## src/design/ptt_pkg.sv

```systemverilog
// ---------------------------------------------------------------------------
// ptt_pkg: shared types and constants for the periodic timer table
// codes for actions, result kinds and the controller states
// ---------------------------------------------------------------------------
`default_nettype none

package ptt_pkg;

  localparam int unsigned SlotsDefault = 16;
  localparam int unsigned TimeW        = 64;
  localparam int unsigned PeriodW      = 31;
  localparam int unsigned HandleW      = 4;

  typedef enum logic [1:0] {
    ACT_ADD    = 2'd0,
    ACT_REMOVE = 2'd1,
    ACT_POLL   = 2'd2,
    ACT_CLEAR  = 2'd3
  } action_e;

  typedef enum logic [2:0] {
    KIND_ADDED    = 3'd0,
    KIND_REMOVED  = 3'd1,
    KIND_FIRED    = 3'd2,
    KIND_DONE     = 3'd3,
    KIND_FULL     = 3'd4,
    KIND_NOTFOUND = 3'd5
  } kind_e;

  typedef enum logic [3:0] {
    ST_IDLE,
    ST_FREE_SCAN,
    ST_AD_RD,
    ST_AD_WR,
    ST_AD_HEAD,
    ST_RM_RD,
    ST_RM_CMP,
    ST_DR_RD,
    ST_DR_WR,
    ST_P_RD,
    ST_P_SL,
    ST_P_CHK,
    ST_P_UPD,
    ST_P_DIV,
    ST_P_WB,
    ST_SEND
  } state_e;

endpackage

`default_nettype wire

```

## src/design/ptt_in_if.sv

```systemverilog
// ---------------------------------------------------------------------------
// ptt_in_if: request channel of the periodic timer table
// valid/ready handshake with one request per beat
// ---------------------------------------------------------------------------
`default_nettype none

interface ptt_in_if;
  logic        valid;
  logic        ready;
  logic [1:0]  action;
  logic [3:0]  handle;
  logic [30:0] interval;
  logic        repeat_req;
  logic [63:0] now;

  modport source (output valid, action, handle, interval, repeat_req, now, input ready);
  modport sink   (input valid, action, handle, interval, repeat_req, now, output ready);
endinterface

`default_nettype wire

```

## src/design/ptt_out_if.sv

```systemverilog
// ---------------------------------------------------------------------------
// ptt_out_if: result channel of the periodic timer table
// valid/ready handshake with one result per beat
// ---------------------------------------------------------------------------
`default_nettype none

interface ptt_out_if;
  logic       valid;
  logic       ready;
  logic [2:0] kind;
  logic [3:0] slot;
  logic       last;

  modport source (output valid, kind, slot, last, input ready);
  modport sink   (input valid, kind, slot, last, output ready);
endinterface

`default_nettype wire

```

## src/design/periodic_timer_table.sv

```systemverilog
// ---------------------------------------------------------------------------
// periodic_timer_table: table of SLOTS software timers
// add reports full or scans for the lowest free slot, shifts the age list
// and puts the new entry at its head; remove walks the age list and closes
// the gap; poll visits each live entry, sends a beat per fired one, works
// out the serial remainder for a repeating entry with nonzero period, unlinks
// a fired one-shot and ends with a done beat; one request at a time is taken
// reset clears valid bits, entry count, controller and output valid bit only
// ---------------------------------------------------------------------------
`default_nettype none

module periodic_timer_table
  import ptt_pkg::*;
#(
  parameter int unsigned SLOTS = SlotsDefault
) (
  input  wire       clk_i,
  input  wire       rst_ni,
  ptt_in_if.sink    in_i,
  ptt_out_if.source out_o
);

  localparam int unsigned SW = (SLOTS > 1) ? $clog2(SLOTS) : 1;
  localparam int unsigned CW = $clog2(SLOTS + 1);
  localparam int unsigned MW = TimeW + PeriodW + 1;

  // controller state
  state_e            state_q, state_d;
  state_e            ret_q, ret_d;     // where SEND goes after the beat
  state_e            dret_q, dret_d;   // where the list drop returns
  logic [CW-1:0]     i_q, i_d;         // age list position being visited
  logic [CW-1:0]     j_q, j_d;         // shift position
  logic [CW-1:0]     count_q, count_d;
  logic [SLOTS-1:0]  valid_q, valid_d;
  logic [SW-1:0]     slot_q, slot_d;

  // pending result
  kind_e             res_kind_q, res_kind_d;
  logic [3:0]        res_slot_q, res_slot_d;
  logic              res_last_q, res_last_d;

  // entry under work
  logic [TimeW-1:0]   dl_q, dl_d;
  logic [PeriodW-1:0] per_q, per_d;
  logic               rpt_q, rpt_d;

  // serial remainder of elapsed time by period
  logic [TimeW-1:0]   div_q, div_d;
  logic [PeriodW-1:0] rem_q, rem_d;
  logic [5:0]         bit_q, bit_d;

  // latched request
  logic [3:0]         handle_q;
  logic [PeriodW-1:0] interval_q;
  logic               rep_q;
  logic [TimeW-1:0]   now_q;

  // output register
  logic              out_valid_q;
  kind_e             out_kind_q;
  logic [3:0]        out_slot_q;
  logic              out_last_q;
  logic              out_load;

  // memories: age list and slot records {deadline, period, repeats}
  logic [SW-1:0]     age_mem [SLOTS];
  logic              age_we;
  logic [SW-1:0]     age_waddr, age_wdata, age_raddr, age_rd_q;
  logic [MW-1:0]     sm_mem [SLOTS];
  logic              sm_we;
  logic [SW-1:0]     sm_waddr, sm_raddr;
  logic [MW-1:0]     sm_wdata, sm_rd_q;

  logic              accept;
  logic [SW+3:0]     handle_ext;
  logic              handle_ok;
  logic [SW+3:0]     slot_ext;
  logic [PeriodW:0]  trial;
  logic [PeriodW:0]  trial_sub;
  logic [CW-1:0]     j_next;

  assign accept     = in_i.valid && in_i.ready;
  assign in_i.ready = (state_q == ST_IDLE);
  assign handle_ext = {{SW{1'b0}}, in_i.handle};
  assign handle_ok  = (handle_ext < (SW + 4)'(SLOTS)) && valid_q[handle_ext[SW-1:0]];
  assign slot_ext   = {4'b0, slot_q};
  assign trial      = {rem_q, div_q[TimeW-1]};
  assign trial_sub  = trial - {1'b0, per_q};
  assign j_next     = j_q + CW'(1);

  assign out_o.valid = out_valid_q;
  assign out_o.kind  = out_kind_q;
  assign out_o.slot  = out_slot_q;
  assign out_o.last  = out_last_q;

  always_ff @(posedge clk_i) begin
    if (age_we) begin
      age_mem[age_waddr] <= age_wdata;
    end
    age_rd_q <= age_mem[age_raddr];
  end

  always_ff @(posedge clk_i) begin
    if (sm_we) begin
      sm_mem[sm_waddr] <= sm_wdata;
    end
    sm_rd_q <= sm_mem[sm_raddr];
  end

  always_comb begin
    state_d    = state_q;
    ret_d      = ret_q;
    dret_d     = dret_q;
    i_d        = i_q;
    j_d        = j_q;
    count_d    = count_q;
    valid_d    = valid_q;
    slot_d     = slot_q;
    res_kind_d = res_kind_q;
    res_slot_d = res_slot_q;
    res_last_d = res_last_q;
    dl_d       = dl_q;
    per_d      = per_q;
    rpt_d      = rpt_q;
    div_d      = div_q;
    rem_d      = rem_q;
    bit_d      = bit_q;
    out_load   = 1'b0;
    age_we     = 1'b0;
    age_waddr  = j_q[SW-1:0];
    age_wdata  = age_rd_q;
    age_raddr  = i_q[SW-1:0];
    sm_we      = 1'b0;
    sm_waddr   = slot_q;
    sm_wdata   = {now_q, per_q, rpt_q};
    sm_raddr   = age_rd_q;

    unique case (state_q)
      ST_IDLE: begin
        if (accept) begin
          res_last_d = 1'b1;
          ret_d      = ST_IDLE;
          i_d        = '0;
          unique case (action_e'(in_i.action))
            ACT_ADD: begin
              if (count_q >= CW'(SLOTS)) begin
                res_kind_d = KIND_FULL;
                res_slot_d = 4'd0;
                state_d    = ST_SEND;
              end else begin
                state_d = ST_FREE_SCAN;
              end
            end
            ACT_REMOVE: begin
              res_slot_d = in_i.handle;
              if (handle_ok) begin
                res_kind_d = KIND_REMOVED;
                valid_d[handle_ext[SW-1:0]] = 1'b0;
                state_d    = ST_RM_RD;
              end else begin
                res_kind_d = KIND_NOTFOUND;
                state_d    = ST_SEND;
              end
            end
            ACT_POLL: begin
              state_d = ST_P_RD;
            end
            ACT_CLEAR: begin
              valid_d = '0;
              count_d = '0;
            end
            default: ;
          endcase
        end
      end

      // lowest free slot, one valid bit a cycle
      ST_FREE_SCAN: begin
        if (!valid_q[i_q[SW-1:0]]) begin
          slot_d   = i_q[SW-1:0];
          valid_d[i_q[SW-1:0]] = 1'b1;
          sm_we    = 1'b1;
          sm_waddr = i_q[SW-1:0];
          sm_wdata = {now_q + {{(TimeW - PeriodW){1'b0}}, interval_q}, interval_q, rep_q};
          if (count_q == '0) begin
            state_d = ST_AD_HEAD;
          end else begin
            j_d     = count_q - CW'(1);
            state_d = ST_AD_RD;
          end
        end else begin
          i_d = i_q + CW'(1);
        end
      end

      ST_AD_RD: begin
        age_raddr = j_q[SW-1:0];
        state_d   = ST_AD_WR;
      end

      ST_AD_WR: begin
        age_we    = 1'b1;
        age_waddr = j_next[SW-1:0];
        if (j_q == '0) begin
          state_d = ST_AD_HEAD;
        end else begin
          j_d     = j_q - CW'(1);
          state_d = ST_AD_RD;
        end
      end

      ST_AD_HEAD: begin
        age_we     = 1'b1;
        age_waddr  = '0;
        age_wdata  = slot_q;
        count_d    = count_q + CW'(1);
        res_kind_d = KIND_ADDED;
        res_slot_d = slot_ext[3:0];
        state_d    = ST_SEND;
      end

      ST_RM_RD: begin
        state_d = ST_RM_CMP;
      end

      ST_RM_CMP: begin
        if ({4'b0, age_rd_q} == {{SW{1'b0}}, handle_q}) begin
          j_d     = i_q;
          dret_d  = ST_SEND;
          state_d = ST_DR_RD;
        end else begin
          i_d     = i_q + CW'(1);
          state_d = ST_RM_RD;
        end
      end

      // close the gap at position j in the age list
      ST_DR_RD: begin
        if (j_next >= count_q) begin
          count_d = count_q - CW'(1);
          state_d = dret_q;
        end else begin
          age_raddr = j_next[SW-1:0];
          state_d   = ST_DR_WR;
        end
      end

      ST_DR_WR: begin
        age_we  = 1'b1;
        j_d     = j_next;
        state_d = ST_DR_RD;
      end

      ST_P_RD: begin
        if (i_q >= count_q) begin
          res_kind_d = KIND_DONE;
          res_slot_d = 4'd0;
          res_last_d = 1'b1;
          ret_d      = ST_IDLE;
          state_d    = ST_SEND;
        end else begin
          state_d = ST_P_SL;
        end
      end

      ST_P_SL: begin
        slot_d  = age_rd_q;
        state_d = ST_P_CHK;
      end

      ST_P_CHK: begin
        dl_d  = sm_rd_q[MW-1 -: TimeW];
        per_d = sm_rd_q[PeriodW:1];
        rpt_d = sm_rd_q[0];
        if (sm_rd_q[MW-1 -: TimeW] > now_q) begin
          i_d     = i_q + CW'(1);
          state_d = ST_P_RD;
        end else begin
          res_kind_d = KIND_FIRED;
          res_slot_d = slot_ext[3:0];
          res_last_d = 1'b0;
          ret_d      = ST_P_UPD;
          state_d    = ST_SEND;
        end
      end

      ST_P_UPD: begin
        if (!rpt_q) begin
          valid_d[slot_q] = 1'b0;
          j_d     = i_q;
          dret_d  = ST_P_RD;
          state_d = ST_DR_RD;
        end else if (per_q == '0) begin
          sm_we   = 1'b1;
          i_d     = i_q + CW'(1);
          state_d = ST_P_RD;
        end else begin
          div_d   = now_q - dl_q;
          rem_d   = '0;
          bit_d   = '0;
          state_d = ST_P_DIV;
        end
      end

      // restoring remainder, one dividend bit a cycle
      ST_P_DIV: begin
        div_d = {div_q[TimeW-2:0], 1'b0};
        if (!trial_sub[PeriodW]) begin
          rem_d = trial_sub[PeriodW-1:0];
        end else begin
          rem_d = trial[PeriodW-1:0];
        end
        bit_d = bit_q + 6'd1;
        if (bit_q == 6'd63) begin
          state_d = ST_P_WB;
        end
      end

      // next deadline is now, or now plus what is left of the period
      ST_P_WB: begin
        sm_we = 1'b1;
        if (rem_q != '0) begin
          sm_wdata = {now_q + {{(TimeW - PeriodW){1'b0}}, per_q - rem_q}, per_q, rpt_q};
        end
        i_d     = i_q + CW'(1);
        state_d = ST_P_RD;
      end

      ST_SEND: begin
        if (!out_valid_q || out_o.ready) begin
          out_load = 1'b1;
          state_d  = ret_q;
        end
      end

      default: state_d = ST_IDLE;
    endcase
  end

  always_ff @(posedge clk_i or negedge rst_ni) begin
    if (!rst_ni) begin
      state_q     <= ST_IDLE;
      ret_q       <= ST_IDLE;
      dret_q      <= ST_IDLE;
      i_q         <= '0;
      j_q         <= '0;
      count_q     <= '0;
      valid_q     <= '0;
      bit_q       <= '0;
      out_valid_q <= 1'b0;
    end else begin
      state_q <= state_d;
      ret_q   <= ret_d;
      dret_q  <= dret_d;
      i_q     <= i_d;
      j_q     <= j_d;
      count_q <= count_d;
      valid_q <= valid_d;
      bit_q   <= bit_d;
      if (out_load) begin
        out_valid_q <= 1'b1;
      end else if (out_o.ready) begin
        out_valid_q <= 1'b0;
      end
    end
  end

  always_ff @(posedge clk_i) begin
    slot_q     <= slot_d;
    res_kind_q <= res_kind_d;
    res_slot_q <= res_slot_d;
    res_last_q <= res_last_d;
    dl_q       <= dl_d;
    per_q      <= per_d;
    rpt_q      <= rpt_d;
    div_q      <= div_d;
    rem_q      <= rem_d;
    if (accept) begin
      handle_q   <= in_i.handle;
      interval_q <= in_i.interval;
      rep_q      <= in_i.repeat_req;
      now_q      <= in_i.now;
    end
    if (out_load) begin
      out_kind_q <= res_kind_q;
      out_slot_q <= res_slot_q;
      out_last_q <= res_last_q;
    end
  end

  a_count_matches_valid: assert property (@(posedge clk_i) disable iff (!rst_ni)
    state_q == ST_IDLE |-> count_q == CW'($countones(valid_q)))
    else $error("entry count differs from live slots");

  a_clear_empties: assert property (@(posedge clk_i) disable iff (!rst_ni)
    accept && in_i.action == ACT_CLEAR |=> count_q == '0 && valid_q == '0)
    else $error("clear left live entries");

  a_fired_not_last: assert property (@(posedge clk_i) disable iff (!rst_ni)
    out_valid_q && out_kind_q == KIND_FIRED |-> !out_last_q)
    else $error("fired beat marked last");

  a_count_bound: assert property (@(posedge clk_i) disable iff (!rst_ni)
    count_q <= CW'(SLOTS))
    else $error("entry count beyond table size");

endmodule

`default_nettype wire
```

## src/flat_wrapper.sv

```systemverilog
// flat-port wrapper written by rule: the top's interface ports become plain ports
module periodic_timer_table_flat import ptt_pkg::*;
#(
  parameter int unsigned SLOTS = SlotsDefault
)
  (clk_i, rst_ni, in_i_valid, in_i_action, in_i_handle, in_i_interval, in_i_repeat_req, in_i_now, in_i_ready, out_o_valid, out_o_kind, out_o_slot, out_o_last, out_o_ready);
  ptt_in_if in_i_i ();
  ptt_out_if out_o_i ();
  input  wire clk_i;
  input  wire rst_ni;
  input wire logic [$bits(in_i_i.valid)-1:0] in_i_valid;
  input wire logic [$bits(in_i_i.action)-1:0] in_i_action;
  input wire logic [$bits(in_i_i.handle)-1:0] in_i_handle;
  input wire logic [$bits(in_i_i.interval)-1:0] in_i_interval;
  input wire logic [$bits(in_i_i.repeat_req)-1:0] in_i_repeat_req;
  input wire logic [$bits(in_i_i.now)-1:0] in_i_now;
  output wire logic [$bits(in_i_i.ready)-1:0] in_i_ready;
  output wire logic [$bits(out_o_i.valid)-1:0] out_o_valid;
  output wire logic [$bits(out_o_i.kind)-1:0] out_o_kind;
  output wire logic [$bits(out_o_i.slot)-1:0] out_o_slot;
  output wire logic [$bits(out_o_i.last)-1:0] out_o_last;
  input wire logic [$bits(out_o_i.ready)-1:0] out_o_ready;
  assign in_i_i.valid = in_i_valid;
  assign in_i_i.action = in_i_action;
  assign in_i_i.handle = in_i_handle;
  assign in_i_i.interval = in_i_interval;
  assign in_i_i.repeat_req = in_i_repeat_req;
  assign in_i_i.now = in_i_now;
  assign in_i_ready = in_i_i.ready;
  assign out_o_valid = out_o_i.valid;
  assign out_o_kind = out_o_i.kind;
  assign out_o_slot = out_o_i.slot;
  assign out_o_last = out_o_i.last;
  assign out_o_i.ready = out_o_ready;
  periodic_timer_table #(.SLOTS(SLOTS)) u_core (.clk_i(clk_i), .rst_ni(rst_ni), .in_i(in_i_i), .out_o(out_o_i));
endmodule
```

## config.mk

```make
export PLATFORM = sky130hd
export DESIGN_NAME = periodic_timer_table_flat
export DESIGN_NICKNAME = d
export VERILOG_FILES = /design/src/design/ptt_pkg.sv /design/src/design/ptt_in_if.sv /design/src/design/ptt_out_if.sv /design/src/design/periodic_timer_table.sv /design/src/flat_wrapper.sv
export SDC_FILE = /design/constraint.sdc
export NUM_CORES = 2
export LEC_CHECK = 0
export ABC_CLOCK_PERIOD_IN_PS = 10800
export BUFFER_PORTS_ARGS = -buffer_cell sky130_fd_sc_hd__clkbuf_2
export CORE_UTILIZATION = 55
export DETAILED_ROUTE_END_ITERATION = 12
export PLACE_DENSITY = 0.78
export SLEW_MARGIN = 30
export SYNTH_ARGS = -nofsm -noshare
export SYNTH_HDL_FRONTEND = slang
export SYNTH_SLANG_ARGS = --single-unit
```

## constraint.sdc

```tcl
create_clock -name clk_i -period 10.8 [get_ports clk_i]
set_input_delay 0.54 -clock clk_i [delete_from_list [all_inputs] [get_ports clk_i]]
set_output_delay 0.54 -clock clk_i [all_outputs]
set_load 0.05 [all_outputs]
```

Word level (Yosys, flattened, before mapping)
Memories as Yosys holds them, arrays and structs flattened. A register that Yosys moved wholly into a read port is not among the register bits.
Cells that the tools add are included.
{"block": "totals", "mem_bits_rw": 1600, "output_inout_bits": 10, "mem_count": 2, "register_bits": 361, "in_bits": 106}
{"memory": "u_core.sm_mem", "words": 16, "width": 96, "read_ports": 1, "rd_clocked_by_memory_dff": 1, "wr": 1, "line": "periodic_timer_table.sv:69", "source": "logic [MW-1:0] sm_mem [SLOTS];"}
{"memory": "u_core.age_mem", "words": 16, "width": 4, "read_ports": 1, "rd_clocked_by_memory_dff": 1, "wr": 1, "line": "periodic_timer_table.sv:66", "source": "logic [SW-1:0] age_mem [SLOTS];"}
{"block": "op_classes", "n_reduce_logical": 33, "addsub": 11, "muxes": 105, "n_eq_ne": 43, "bitwise": 5, "magnitude_cmp": 11}
{"cell": "$mux W96", "n": 2}
{"cell": "$pmux W96 S2", "n": 1}
{"cell": "$add A64 B31 Y64", "n": 2}
{"cell": "$mux W64", "n": 2}
{"cell": "$pmux W64 S2", "n": 1}
{"cell": "$mux W31", "n": 3}
{"cell": "$mux W4", "n": 20}
{"cell": "$mux W5", "n": 14}
{"cell": "$gt A64 B64 Y1", "n": 1}
{"cell": "$mux W16", "n": 4}
{"cell": "$pmux W4 S16", "n": 1}
{"cell": "$sub A64 B64 Y64", "n": 1}
{"cell": "$pmux W31 S2", "n": 1}
{"cell": "$pmux W16 S3", "n": 1}
{"cell": "$pmux W4 S2", "n": 5}
{"cell": "$and A16 B16 Y16", "n": 2}
{"cell": "$eq A4 B4 Y1 const B", "n": 8}
{"cell": "$not A16 Y16", "n": 2}
{"cell": "$pmux W16 S2", "n": 1}
{"cell": "$sub A32 B31 Y32", "n": 1}
{"cell": "$logic_not A31 Y1", "n": 1}
{"cell": "$reduce_bool A31 Y1", "n": 1}
{"cell": "$sub A31 B31 Y31", "n": 1}
{"cell": "$mux W3", "n": 10}
{"cell": "other kinds (50)", "n": 122}

Longest topological paths before layout
{"block": "depth", "ltp_word": 10, "ltp_mapped": 26, "depth_no_buf": 25}

Worst setup path before layout
No wires, ideal clock.
{"block": "synth_path", "path_type": "flip-flop to flip-flop", "start": "register u_core.state_q[2]", "end": "register u_core.bit_q[0]", "n_path_buf": 1, "arrival_ns": 8.041, "slack_ns": 2.296, "required_ns": 10.337, "path_stages_with_launch": 7, "cell_sequence": "dfrtp_1 > clkbuf_1 > nand2_1 > nor3_1 > nand2_1 > o21ai_0 > mux2i_1"}
{"block": "synth_between", "elab_chain_cells": 3, "elab_cells_between_ends": 7}
{"element": "start: declaration", "line": "periodic_timer_table.sv:28", "source": "state_e state_q, state_d;"}
{"element": "start signal: assignment", "line": "periodic_timer_table.sv:352", "source": "state_q <= state_d;"}
{"element": "$eq A4 B4 Y1", "line": "periodic_timer_table.sv:138", "source": "unique case (state_q)"}
{"element": "$ne A2 B1 Y1 (no source line), or another cell as far along"}
{"element": "$reduce_and A3 Y1 (no source line)"}
{"element": "end signal: assignment", "line": "periodic_timer_table.sv:359", "source": "bit_q <= bit_d;"}
{"element": "end: declaration", "line": "periodic_timer_table.sv:50", "source": "logic [5:0] bit_q, bit_d;"}
Parallel ways exist; a longest one is shown, timed or not.
A chain may end at the register's enable or synchronous reset.

Final worst setup path
{"block": "layout_path", "start": "register u_core.per_q[0]", "end": "memory u_core.sm_mem[9][89] (netlist bit), data pin"}
{"block": "layout_between", "elab_chain_cells": 4}
{"element": "start: declaration", "line": "periodic_timer_table.sv:44", "source": "logic [PeriodW-1:0] per_q, per_d;"}
{"element": "start signal: assignment", "line": "periodic_timer_table.sv:374", "source": "per_q <= per_d;"}
{"element": "$sub A31 B31 Y31", "line": "periodic_timer_table.sv:323", "source": "sm_wdata = {now_q + {{(TimeW - PeriodW){1'b0}}, per_q - rem_q}, per_q, rpt_q};"}
{"element": "$add A64 B31 Y64", "line": "periodic_timer_table.sv:323"}
{"element": "$mux W96", "line": "periodic_timer_table.sv:322", "source": "if (rem_q != '0) begin"}
{"element": "$pmux W96 S2", "line": "periodic_timer_table.sv:138"}
{"element": "via u_core.sm_wdata[89]", "line": "periodic_timer_table.sv:72", "source": "logic [MW-1:0] sm_wdata, sm_rd_q;"}
{"element": "end: declaration", "line": "periodic_timer_table.sv:69"}
The timed path passes the listed nets, and every way through them passes these cells.

==> results.md <==
* Global route overflow at 0
* Max rail drop VDD at 224.5 µV
* Initial Utilization at 55.35%
* Async set-reset flop share out of synthesis at 2.189%
* CP endpoint: u_core.sm_mem[9][89]$_DFFE_PP_
* Max transition margin at 28.64%
* Most frequent cell after synthesis: edfxtp_1
* Drt drc at 0
* LEAKAGE at 35.25 nW
* Max Root-Sink Buffers at 3
* Final ANT Viol Nets at 0
* CTS buffer count at 198
* CTS tree: yes
* Core area at 162600 µm²
* WL/cell at 28.73 µm
* P_sw at 8.754 mW
* Clk slew on worst S/H paths at 60 ps
* GR Util All Layers at 28.38%
* Placed Cells at 7647
* Post-layout minimum cycle time at 6780 ps
* Synth top area share at 63.77%
* Power share of the sequential group at 40.5%
* Vias/cell at 6.488
* Slew @ Worst Pin at 1070 ps
* Crit Path Max Fanout at 16
* FF-to-FF path depth at 24
* Post-DP HPWL at 135700 µm
* Critical R2R Capture: u_core.sm_mem[9][89]$_DFFE_PP_
* Worst EP required at 11320 ps
* Setup TNS at 0 ps
* Syn nets at 5850
* H-tree depth at 4
* Compound-Gate Fraction of Synth Area at 6.604%
* Largest net degree at the start of global routing at 137
* Cells after synthesis at 5463
* DR WL met3 at 24040 µm
* Fin. max-slew vios at 0
* Drt first pass iters at 6
* Final setup viols at 0
* Share of cells above drive strength 1 at 19.33%
* Metal2 WL at 110700 µm
* Multi-input logic area at 28140 µm²
* Nets at 6159
* #FFs+latches synth at 2056
* Clock power frac at 26.6%
* Combinational Power Share at 32.9%
* Pwr/cell area at 261.9 nW/µm²
* Synth top area cells: edfxtp_1, mux4_2, ha_1, dfxtp_1, a21oi_1
* HP Start: in_i_handle[3]
* Routed met1 length at 90920 µm
* Post-route insts no fill at 8127
* Die X-Extent at 406.5 µm
* Via Count at 52730
* Tcrit/Tclk final at 62.78%
* Crit Path Category: flop to flop
* Flop2flop setup slack at 4020 ps
* Initial antenna violation count at 10
* First-pass GRT wire length at 340600 µm
* CTS sink count at 2056
* Cell Int Power at 17.92 mW
* I/O pin count at 116
* Routed WL at 233500 µm
* Number of global-route vias before repair at 52200
* Yosys top cell by area: edfxtp_1
* Yosys cell types at 91
* Root Driver: clkbuf_16
* Clock Latency Late Sink at 880 ps
* Gpl congestion at 0.9587
* Setup crit end kind: flop
* Initial DRC count at 6998
* YS warnings at 0
* Number of buffers added on ports at 115
* Synth Area in XOR/XNOR at 2.093%
* Register Area at 60530 µm²
* WP data arrival at 7300 ps
* Rows at 148
* Synth Area in Adders at 3.949%
* Sw Share at 32.82%
* Hold Vio Cnt, Final at 0
* P&R area growth vs syn at 13.15%
* Post-synthesis mux area share at 13.24%
* DR top layer: met5
* F_max at 147.5 MHz
* Mean post-synth cell area at 16.47 µm²
* Final setup skew at 53.57 ps
* Synth Area in Simple Gates at 4.793%
* Top cells by count, synth: edfxtp_1, mux4_2, a21oi_1
* Outcome: finished clean
* Max-cap violation count at 0
* Die Ht at 406.5 µm
* Worst hold path type: input port to flop
* Die area at 165200 µm²
* Main combinational cell family by area after synthesis: multiplexers
* Seq/Total Area, Yosys at 67.25%
* Post-synth top flop: edfxtp_1
* Worst setup SP type: flop
* Post-Syn Area at 89990 µm²
* RSZ-0062 raised after global routing: false
* CP startpoint: u_core.per_q[0]$_DFFE_PP_
* FF-to-FF Start: u_core.per_q[0]$_DFFE_PP_
* Layout fillers at 11230
* Post-synth EDFFs at 1911
worst max-delay path, stage by stage, from the launching register on:
cell	delay, ps
edfxtp_1	440
inv_1	120
ha_1	200
fa_1	230
nor2b_1	60
o21ai_1	170
a21oi_1	110
nor4b_1	530
o311ai_1	280
a311o_1	400
a31oi_1	380
o21ai_0	210
nand2_1	110
xnor2_1	100
ha_1	410
and4_1	300
nand3_1	90
o31a_1	270
a21oi_1	160
a21boi_1	80
buf_4	190
nor2_2	250
buf_4	330
nor4b_1	650
xnor2_2	350
power by group through the flow:
stage	Clock (mW)	Sequential (mW)	Combinational, mW
2_1_floorplan	0	10.5	6.49
3_3_place_gp	0	11.0	8.31
3_5_place_dp	0	10.9	8.55
4_1_cts	7.16	10.8	8.70
5_1_grt	7.44	10.8	9.46
6_report	7.09	10.8	8.78
cells by family after synthesis:
family	Yosys count
DFF	2056
and+or+nand+nor	918
adders and majority gates	281
muxes	579
xor gates and xnor gates	215
AOI/OAI and AO/OA	926
buffers and inverters	488
area by class of cell:
cell class / instances / share of cell area (%)
well taps: 2175 / 2.673
diodes: 4 / 0.009830
multi-input cells: 2919 / 27.63
clock buffers: 260 / 5.275
inverters: 265 / 0.9842
flip-flops and latches: 2056 / 59.44
clock inverters: 116 / 1.321
repair buffers: 332 / 2.662
placed cells by master (no fill, tap or decap), drive strengths merged, types with 12 or more instances in the layout:
master	n
edfxtp	1911
mux4	489
clkbuf	375
a21oi	295
ha	276
inv	275
nor2	265
nand2	261
o21ai	212
xnor2	148
buf	119
a21o	103
dfxtp	100
dlygate4sd3	98
mux2i	89
nand3	75
nor3	74
clkinv	72
xor2	67
nand4	53
dfrtp	45
a31oi	44
nand2b	42
nor2b	40
a211oi	28
and3	27
nor4	27
o21a	26
o21bai	23
a22oi	23
o31ai	19
bufinv	18
clkinvlp	16
o221ai	15
a221oi	13
and2	12
sequential cells by signal, indices dropped and copies added, names as in the netlist, 6 cells and up:
| name | flops |
|---|---|
| u_core.bit_q | 6 |
| u_core.div_q | 64 |
| u_core.per_q | 31 |
| u_core.sm_rd_q | 96 |
| u_core.valid_q | 16 |
| u_core.rem_q | 31 |
| u_core.dl_q | 64 |
| u_core.now_q | 64 |
| u_core.age_mem | 64 |
| u_core.interval_q | 31 |
| u_core.sm_mem | 1536 |
per-stage QoR:
step	worst slack (ps)	instance area, µm²	hold slack [ps]	util (%)	power [mW]
after floorplan	2296	89990	244.4	-	17.00
after global placement	4247	93590	392.3	57.56	19.26
after detailed placement	4029	93770	395.0	57.67	19.45
after CTS	3977	101500	2.716	62.41	26.62
after global routing	3530	101800	55.85	62.62	27.73
final	4020	101800	80.41	62.63	26.67
timing repair:
item                                   CTS  global route
endpoints found under the hold margin  142             0
hold buffers                            98             0
gates resized for setup                  0             0
buffers inserted                         0             0
how the worst min path moves through the flow:
| stage | endpoint | slack, ps | cells after the start |
|---|---|---|---|
| floorplan | u_core.bit_q[0]$_DFFE_PN0P_ | 240 | 0 |
| global placement | u_core.per_q[23]$_DFFE_PP_ | 390 | 0 |
| detailed placement | u_core.rpt_q$_DFFE_PP_ | 390 | 0 |
| CTS | u_core.handle_q[3]$_DFFE_PP_ | 3 | 1 |
| global route | u_core.handle_q[3]$_DFFE_PP_ | 60 | 1 |
| finish | u_core.handle_q[3]$_DFFE_PP_ | 80 | 1 |
per-layer routing:
layer / vias up / global-route usage (%)
met5: - / 0
met4: 4 / 10.30
met3: 473 / 5.846
met2: 3160 / 44.55
met1: 26830 / 39.56
li1: 22270 / -
Power figures use the tool's default switching activity.
